$ cat src/rtl/clik_pkg.sv
`timescale 1ns / 1ps

package clik_pkg;

  // Fixed field widths
  localparam int LEN_W      = 16;
  localparam int LIFT_W     = 3;
  localparam int COUNT_W    = 4;
  localparam int CFG_IDX_W  = 3;
  localparam int RESULT_CAP = 8;

  // Input commands
  localparam logic CMD_LOAD = 1'b0;
  localparam logic CMD_MOVE = 1'b1;

  // Result status codes
  typedef enum logic [1:0] {
    STATUS_LENGTH = 2'd0,
    STATUS_REJECT = 2'd1,
    STATUS_LOADED = 2'd2
  } status_t;

  // Configuration register indexes
  typedef enum logic [CFG_IDX_W-1:0] {
    CFG_BOX_MIN_X    = 3'd0,
    CFG_BOX_MAX_X    = 3'd1,
    CFG_BOX_MIN_Y    = 3'd2,
    CFG_BOX_MAX_Y    = 3'd3,
    CFG_BOX_MIN_Z    = 3'd4,
    CFG_BOX_MAX_Z    = 3'd5,
    CFG_LIFTS_IN_USE = 3'd6
  } cfg_index_t;

  // Sequencer states
  typedef enum logic [2:0] {
    ST_IDLE,
    ST_BOX,
    ST_READ,
    ST_DIFF,
    ST_SQUARE,
    ST_ROOT,
    ST_CHECK,
    ST_EMIT
  } state_t;

endpackage

$ cat src/rtl/cable_length_inverse_kinematics.sv
`timescale 1ns / 1ps

// Cable length solver for a cable-driven parallel robot. A load beat (cmd 0)
// writes one anchor entry (base point, zero length, end length). Its "loaded"
// result is loaded into the output register in the EMIT state, and the
// next beat can be taken back in IDLE. A move beat (cmd 1) checks the
// target against the configured box, then for each of the first lifts_in_use
// entries squares the three axis offsets on one shared multiplier and takes
// floor(sqrt) with a restoring root unit that resolves one bit per cycle.
// Each lift goes through read, offset, four multiply and accumulate steps,
// COORD_BITS + 1 root steps and a range check. Once every lift is done, the
// results go out one per cycle while the result side is ready, and the next
// beat is taken once the last of them is in the output register. A lift count
// of zero acts as one and larger counts are capped at the smaller of
// MAX_LIFTS and RESULT_CAP. A failed box or length check ends the move with
// one rejected result. in_ready is high only between items; a result may
// sit in the output register while the next beat is taken. Moves must only
// use entries that were loaded before. Configuration writes are taken at
// any time but belong to idle periods.
module cable_length_inverse_kinematics #(
  parameter int MAX_LIFTS  = 8,
  parameter int COORD_BITS = 16
) (
  input  logic                                  clk,
  input  logic                                  rst,
  // Input channel
  input  logic                                  in_valid,
  output logic                                  in_ready,
  input  logic                                  cmd,
  input  logic [clik_pkg::LIFT_W-1:0]           lift_index,
  input  logic signed [COORD_BITS-1:0]          pos_x,
  input  logic signed [COORD_BITS-1:0]          pos_y,
  input  logic signed [COORD_BITS-1:0]          pos_z,
  input  logic [clik_pkg::LEN_W-1:0]            zero_length,
  input  logic [clik_pkg::LEN_W-1:0]            end_length,
  // Result channel
  output logic                                  out_valid,
  input  logic                                  out_ready,
  output logic [1:0]                            status,
  output logic [clik_pkg::LIFT_W-1:0]           lift_number,
  output logic [clik_pkg::LEN_W-1:0]            cable_command,
  output logic                                  last,
  // Configuration channel
  input  logic                                  cfg_valid,
  output logic                                  cfg_ready,
  input  logic [clik_pkg::CFG_IDX_W-1:0]        cfg_index,
  input  logic [COORD_BITS-1:0]                 cfg_data
);
  import clik_pkg::*;

  localparam int C    = COORD_BITS;
  localparam int DW   = C;                       // magnitude of one offset
  localparam int SQW  = 2 * C;                   // one square
  localparam int RW   = C + 1;                   // root width
  localparam int SW   = 2 * RW;                  // sum of three squares
  localparam int IW   = $clog2(RW);
  localparam int CW   = (RW > LEN_W) ? RW : LEN_W;
  localparam int AW   = (MAX_LIFTS > 1) ? $clog2(MAX_LIFTS) : 1;
  localparam int NCAP = (MAX_LIFTS < RESULT_CAP) ? MAX_LIFTS : RESULT_CAP;

  typedef struct packed {
    logic signed [C-1:0] x;
    logic signed [C-1:0] y;
    logic signed [C-1:0] z;
    logic [LEN_W-1:0]    zero_len;
    logic [LEN_W-1:0]    end_len;
  } anchor_t;

  // Control
  state_t state;
  state_t state_next;

  // Configuration registers
  logic signed [C-1:0] box_lo [3];
  logic signed [C-1:0] box_hi [3];
  logic [COUNT_W-1:0]  lifts_in_use;

  // Anchor table
  anchor_t anchors [MAX_LIFTS];
  anchor_t anchor_rd;

  // Item registers
  logic signed [C-1:0] tgt [3];
  logic [LIFT_W-1:0]   load_idx;
  status_t             kind;
  logic [LIFT_W-1:0]   lift;
  logic [LIFT_W-1:0]   lift_last;

  // Arithmetic
  logic [DW-1:0]       ad [3];
  logic [1:0]          axis;
  logic [SQW-1:0]      sq;
  logic [SW-1:0]       acc;
  logic [RW+1:0]       rem;
  logic [RW-1:0]       root;
  logic [IW-1:0]       iter;
  logic [LEN_W-1:0]    lens [RESULT_CAP];

  // Combinational helpers
  logic                in_fire;
  logic                out_free;
  logic                box_fail;
  logic [COUNT_W-1:0]  n_eff;
  logic [DW-1:0]       mul_op;
  logic [RW+1:0]       rem_sh;
  logic [RW+1:0]       trial;
  logic [CW-1:0]       root_c;
  logic [CW-1:0]       zero_c;
  logic [CW-1:0]       end_c;
  logic                len_ok;
  logic signed [C:0]   dv [3];
  logic [C:0]          dabs [3];
  logic signed [C-1:0] base [3];

  assign in_ready  = (state == ST_IDLE) && !rst;
  assign cfg_ready = !rst;
  assign in_fire   = in_valid && in_ready;
  assign out_free  = !out_valid || out_ready;

  // Box test and effective lift count
  always_comb begin
    box_fail = 1'b0;
    for (int a = 0; a < 3; a++) begin
      if (tgt[a] < box_lo[a] || tgt[a] > box_hi[a]) begin
        box_fail = 1'b1;
      end
    end
    if (lifts_in_use == '0) begin
      n_eff = COUNT_W'(1);
    end else if (lifts_in_use > COUNT_W'(NCAP)) begin
      n_eff = COUNT_W'(NCAP);
    end else begin
      n_eff = lifts_in_use;
    end
  end

  // Axis offsets and their magnitudes
  assign base[0] = anchor_rd.x;
  assign base[1] = anchor_rd.y;
  assign base[2] = anchor_rd.z;

  always_comb begin
    for (int a = 0; a < 3; a++) begin
      dv[a]   = {tgt[a][C-1], tgt[a]} - {base[a][C-1], base[a]};
      dabs[a] = dv[a][C] ? (~dv[a] + 1'b1) : dv[a];
    end
  end

  // Select the multiplier operand
  always_comb begin
    case (axis)
      2'd0:    mul_op = ad[0];
      2'd1:    mul_op = ad[1];
      2'd2:    mul_op = ad[2];
      default: mul_op = '0;
    endcase
  end

  // One restoring root step
  assign rem_sh = {rem[RW-1:0], acc[SW-1:SW-2]};
  assign trial  = {root, 2'b01};

  // Length range check
  assign root_c = CW'(root);
  assign zero_c = CW'(anchor_rd.zero_len);
  assign end_c  = CW'(anchor_rd.end_len);
  assign len_ok = (root_c >= zero_c) && (root_c <= end_c);

  // Hold state
  always_ff @(posedge clk) begin
    if (rst) begin
      state <= ST_IDLE;
    end else begin
      state <= state_next;
    end
  end

  // Advance the sequencer
  always_comb begin
    state_next = state;
    case (state)
      ST_IDLE: begin
        if (in_fire) begin
          state_next = (cmd == CMD_LOAD) ? ST_EMIT : ST_BOX;
        end
      end
      ST_BOX:    state_next = box_fail ? ST_EMIT : ST_READ;
      ST_READ:   state_next = ST_DIFF;
      ST_DIFF:   state_next = ST_SQUARE;
      ST_SQUARE: begin
        if (axis == 2'd3) begin
          state_next = ST_ROOT;
        end
      end
      ST_ROOT: begin
        if (iter == IW'(RW - 1)) begin
          state_next = ST_CHECK;
        end
      end
      ST_CHECK: begin
        if (!len_ok || lift == lift_last) begin
          state_next = ST_EMIT;
        end else begin
          state_next = ST_READ;
        end
      end
      ST_EMIT: begin
        if (out_free && (kind != STATUS_LENGTH || lift == lift_last)) begin
          state_next = ST_IDLE;
        end
      end
      default:   state_next = ST_IDLE;
    endcase
  end

  // Configuration writes
  always_ff @(posedge clk) begin
    if (rst) begin
      for (int a = 0; a < 3; a++) begin
        box_lo[a] <= {1'b1, {(C-1){1'b0}}};
        box_hi[a] <= {1'b0, {(C-1){1'b1}}};
      end
      lifts_in_use <= COUNT_W'(3);
    end else if (cfg_valid && cfg_ready) begin
      case (cfg_index)
        CFG_BOX_MIN_X:    box_lo[0] <= cfg_data;
        CFG_BOX_MAX_X:    box_hi[0] <= cfg_data;
        CFG_BOX_MIN_Y:    box_lo[1] <= cfg_data;
        CFG_BOX_MAX_Y:    box_hi[1] <= cfg_data;
        CFG_BOX_MIN_Z:    box_lo[2] <= cfg_data;
        CFG_BOX_MAX_Z:    box_hi[2] <= cfg_data;
        CFG_LIFTS_IN_USE: lifts_in_use <= cfg_data[COUNT_W-1:0];
        default: ;
      endcase
    end
  end

  // Anchor table: write on load, registered read per lift
  always_ff @(posedge clk) begin
    if (in_fire && cmd == CMD_LOAD && int'(lift_index) < MAX_LIFTS) begin
      anchors[AW'(lift_index)] <= '{x: pos_x, y: pos_y, z: pos_z,
                                    zero_len: zero_length, end_len: end_length};
    end
    if (state == ST_READ) begin
      anchor_rd <= anchors[AW'(lift)];
    end
  end

  // Item datapath
  always_ff @(posedge clk) begin
    case (state)
      ST_IDLE: begin
        if (in_fire) begin
          tgt[0]   <= pos_x;
          tgt[1]   <= pos_y;
          tgt[2]   <= pos_z;
          load_idx <= lift_index;
          kind     <= STATUS_LOADED;
        end
      end
      ST_BOX: begin
        lift      <= '0;
        lift_last <= LIFT_W'(n_eff - COUNT_W'(1));
        if (box_fail) begin
          kind <= STATUS_REJECT;
        end
      end
      ST_DIFF: begin
        for (int a = 0; a < 3; a++) begin
          ad[a] <= dabs[a][DW-1:0];
        end
        axis <= '0;
      end
      ST_SQUARE: begin
        // square one axis while adding the previous square
        sq <= mul_op * mul_op;
        if (axis == 2'd0) begin
          acc <= '0;
        end else begin
          acc <= acc + SW'(sq);
        end
        axis <= axis + 2'd1;
        rem  <= '0;
        root <= '0;
        iter <= '0;
      end
      ST_ROOT: begin
        if (rem_sh >= trial) begin
          rem  <= rem_sh - trial;
          root <= {root[RW-2:0], 1'b1};
        end else begin
          rem  <= rem_sh;
          root <= {root[RW-2:0], 1'b0};
        end
        acc  <= acc << 2;
        iter <= iter + IW'(1);
      end
      ST_CHECK: begin
        lens[lift] <= LEN_W'(root_c - zero_c);
        if (!len_ok) begin
          kind <= STATUS_REJECT;
        end else if (lift == lift_last) begin
          kind <= STATUS_LENGTH;
          lift <= '0;
        end else begin
          lift <= lift + LIFT_W'(1);
        end
      end
      ST_EMIT: begin
        if (out_free && kind == STATUS_LENGTH) begin
          lift <= lift + LIFT_W'(1);
        end
      end
      default: ;
    endcase
  end

  // Output register
  always_ff @(posedge clk) begin
    if (rst) begin
      out_valid <= 1'b0;
    end else if (state == ST_EMIT && out_free) begin
      out_valid <= 1'b1;
    end else if (out_ready) begin
      out_valid <= 1'b0;
    end
  end

  // Load the result beat
  always_ff @(posedge clk) begin
    if (state == ST_EMIT && out_free) begin
      status <= kind;
      case (kind)
        STATUS_LENGTH: begin
          lift_number   <= lift;
          cable_command <= lens[lift];
          last          <= (lift == lift_last);
        end
        STATUS_LOADED: begin
          lift_number   <= load_idx;
          cable_command <= '0;
          last          <= 1'b1;
        end
        default: begin
          lift_number   <= '0;
          cable_command <= '0;
          last          <= 1'b1;
        end
      endcase
    end
  end

endmodule

$ cat config.mk
export PLATFORM = sky130hd
export DESIGN_NAME = cable_length_inverse_kinematics
export DESIGN_NICKNAME = d
export VERILOG_FILES = /design/src/rtl/clik_pkg.sv /design/src/rtl/cable_length_inverse_kinematics.sv
export SDC_FILE = /design/constraint.sdc
export NUM_CORES = 2
export LEC_CHECK = 0
export BUFFER_PORTS_ARGS = -buffer_cell sky130_fd_sc_hd__buf_4
export CAP_MARGIN = 20
export CORE_MARGIN = 2
export CORE_UTILIZATION = 44
export CTS_CLUSTER_DIAMETER = 80
export DETAILED_ROUTE_END_ITERATION = 10
export PLACE_DENSITY = 0.6
export SLEW_MARGIN = 20
export SYNTH_ARGS = -nofsm -noshare
export SYNTH_HDL_FRONTEND = slang
export SYNTH_SLANG_ARGS = --single-unit
$ cat constraint.sdc
create_clock -name clk -period 22 [get_ports clk]
set_clock_uncertainty 0.05 [all_clocks]
set_input_delay 4.4 -clock clk [delete_from_list [all_inputs] [get_ports clk]]
set_output_delay 4.4 -clock clk [all_outputs]
set_load 0.01 [all_outputs]
==> results by group <==
CTS
  – Clock-pin slew on the worst setup and hold paths: 0.06 ns
  – Post_cts resized: 0
  – Post-CTS Setup Inserts: 0
  – Bufs on Longest Clock Path: 3
  – Clk_lat worst skew: 0.78 ns
  – CTS Buf Count: 121
  – Clock sinks: 1187
  – CTS tree: yes
  – CTS H-Tree Depth: 3
  – Root Driver: clkbuf_16
  – CTS Hold Bufs: 0

Global route
  – Largest net degree at the start of global routing: 98
  – Initial antenna violation count: 16
  – Gr ovfl total: 0
  – GRT Util Overall: 21.96%
  – Vias in the first global route: 34950
  – First-pass GRT wire length: 222.1 mm

Timing
  – Final worst slack: 12.32 ns
  – Fin crit period: 9.684 ns
  – Setup violations, final: 0
  – RSZ-0062 raised after global routing: false
  – Period utilization: 44.02%
  – Fmax: 0.1033 GHz
  – Max-slew headroom: 28.53%
  – Worst-Margin Slew: 1.072 ns
  – Max-slew violation count: 0
  – Final setup TNS: 0 ns
  – Final Hold Violating Endpoints: 0

Setup path
  – FF-to-FF path depth: 27
  – Crit path cell chain: buf_4 > nor4_1 > buf_4
  – Critical path type: in2out
  – Critical-path top delay cell: nor4_1
  – Crit-path max cell delay: 0.41 ns
  – Most frequent CP cell: buf_4
  – R2R Path End: sq[28]
  – Worst EP required: 17.55 ns
  – R2R Setup Slk: 13.54 ns
  – CP endpoint kind: output port
  – Critical path peak fanout: 6
  – Worst flop-to-flop path startpoint: axis[0]
  – CP startpoint kind: input pin
  – Worst endpoint data arrival time: 5.23 ns

Logic synthesis
  – Yosys reg bits: 1187
  – Syn Nets: 4913
  – Main synth FF type: edfxtp_1
  – Ranking of synthesized cells by area: edfxtp_1, ha_1, fa_1
  – Ys async rst share: 0%
  – Cell taking the most area after synthesis: edfxtp_1
  – Synth Area per Inst: 13.48 um2
  – Ys Warns: 0
  – Number of synthesized flops with an enable pin: 1179
  – Post-Syn Area: 58070 um2
  – Top cell type's share of synthesized area: 60.96%
  – Synth Instances: 4307
  – Sequential share of the synthesized area: 61.24%
  – Cell variety after synth: 87

Route
  – DR pass1 iterations: 6
  – Vias/cell: 5.652
  – # DRC: 0
  – Antenna Violating Nets Remaining: 0
  – DRT iter0 DRCs: 3188
  – DR vias: 35840
  – Routed WL per cell: 23.67 um
  – Total wire length: 150.1 mm

Placement
  – GPL Wtd Cong: 0.8977
  – Placement Setup Slack: 12.27 ns
  – Port Buffer Count: 132
  – HPWL Detailed: 99.13 mm

Floorplan
  – Rows: 133
  – Num ports: 133
  – Die X: 367.3 um
  – Die Span Y: 367.3 um
  – Core Area: 131300 um2
  – Initial Util: 44.23%
  – Die area: 134900 um2

Hold path
  – Worst hold path endpoint: lifts_in_use[0]
  – WHS Path Cells: 2
  – Worst hold-check path type: reg2reg
  – Worst hold start: lifts_in_use[0]

Status
  – Outcome: completed

Layout
  – Layout cells sized above 1: 10.09%
  – Fin nets: 5081
  – Area growth syn-to-layout: 12.93%

Flow run
  – Max Cap Viol: 0
routing by layer:
layer / vias to the layer above / track usage [%] / routed length, um
met3: 259 / 4.783 / 11670
met2: 1242 / 33.29 / 66460
met1: 17860 / 31.48 / 66920
li1: 16460 / - / -
met5: - / 0 / 128
met4: 20 / 7.133 / 4931
logic make-up after synthesis:
family                     Yosys count  synth area share (%)
DFF                               1187                 61.24
buffers and inverters              625                 4.046
AOI/OAI and AO/OA                  958                 11.72
xor gates and xnor gates           161                 2.441
and+or+nand+nor                    864                 7.424
adders and majority gates          498                 12.89
muxes                               14                0.2456
sequential cells by signal, indices dropped and copies added (netlist names), 2 cells and up:
register,count
rem,17
state,3
lift_last,3
ad,48
root,17
acc,34
box_hi,48
anchor_rd,80
load_idx,3
tgt,48
box_lo,48
lens,128
sq,31
kind,2
anchors,640
cable_command,16
lifts_in_use,4
lift_number,3
iter,5
status,2
axis,2
lift,3
metrics by stage:
stage | cells | instance area (um2) | hold WS, ns | utilization [%]
6_report | 6341 | 65590 | 0.4549 | 49.95
5_1_grt | 6336 | 65570 | 0.4793 | 49.94
4_1_cts | 6335 | 65570 | 0.4517 | 49.94
3_3_place_gp | 6107 | 61300 | 0.4260 | 46.68
2_1_floorplan | 4307 | 58070 | 0.3744 | -
3_5_place_dp | 6107 | 61300 | 0.4284 | 46.68
how the worst max path moves through the flow:
stage               slack [ns]  cells past startpoint            end  start
floorplan                10.42                      4  anchors[0][0]    rst
global placement         12.30                      3      cfg_ready    rst
detailed placement       12.27                      3      cfg_ready    rst
finish                   12.32                      3       in_ready    rst
CTS                      12.28                      3      cfg_ready    rst
global route             12.23                      3       in_ready    rst
worst max-delay path, delay by kind of cell:
| family | cells | cell delay, ns |
|---|---|---|
| AND/OR/NAND/NOR | 1 | 0.41 |
| buffers and inverters | 2 | 0.42 |
cells in the mapped netlist (all sizes together), types with 10 or more instances:
cell       n
edfxtp  1179
inv      483
a22oi    368
ha       331
nor2     220
nand2    209
fa       167
a21oi    150
clkbuf   127
nand4    118
xnor2    105
o21ai     93
a21o      72
xor2      56
nand3     53
nor3      44
a22o      42
and2      41
nor2b     36
a31oi     35
nand2b    34
o21a      31
or2       26
a211oi    22
a221oi    22
and3      20
o31ai     15
or3       14
buf       13
a211o     12
mux2i     12
nor3b     11
o21bai    10
cells in the final DEF, fill, tap and decap left out, drive strengths merged, types with 34 or more instances in the layout:
| cell type | count |
|---|---|
| a22oi | 368 |
| ha | 331 |
| nor3 | 44 |
| fa | 167 |
| clkbuf | 133 |
| nand3 | 53 |
| a31oi | 35 |
| a22o | 42 |
| buf | 185 |
| nand2b | 34 |
| a21o | 72 |
| nor2 | 220 |
| xnor2 | 105 |
| and2 | 41 |
| a21oi | 150 |
| inv | 487 |
| clkinv | 62 |
| nor2b | 36 |
| o21ai | 93 |
| nand2 | 209 |
| xor2 | 56 |
| edfxtp | 1179 |
| nand4 | 118 |
final cells by class:
| class | instances | area (um2) |
|---|---|---|
| antenna | 6 | 15.01 |
| clock buffer | 133 | 3094 |
| clock inverter | 95 | 1181 |
| fill | 11160 | 65710 |
| inverter | 485 | 1821 |
| multi-input combinational | 2495 | 20300 |
| sequential | 1187 | 35560 |
| tap | 1755 | 2196 |
| timing repair buffer | 185 | 1414 |
Power is left out: the tool's default activity adds up to more than one toggle a clock period on the data nets, which glitch-free logic cannot reach.
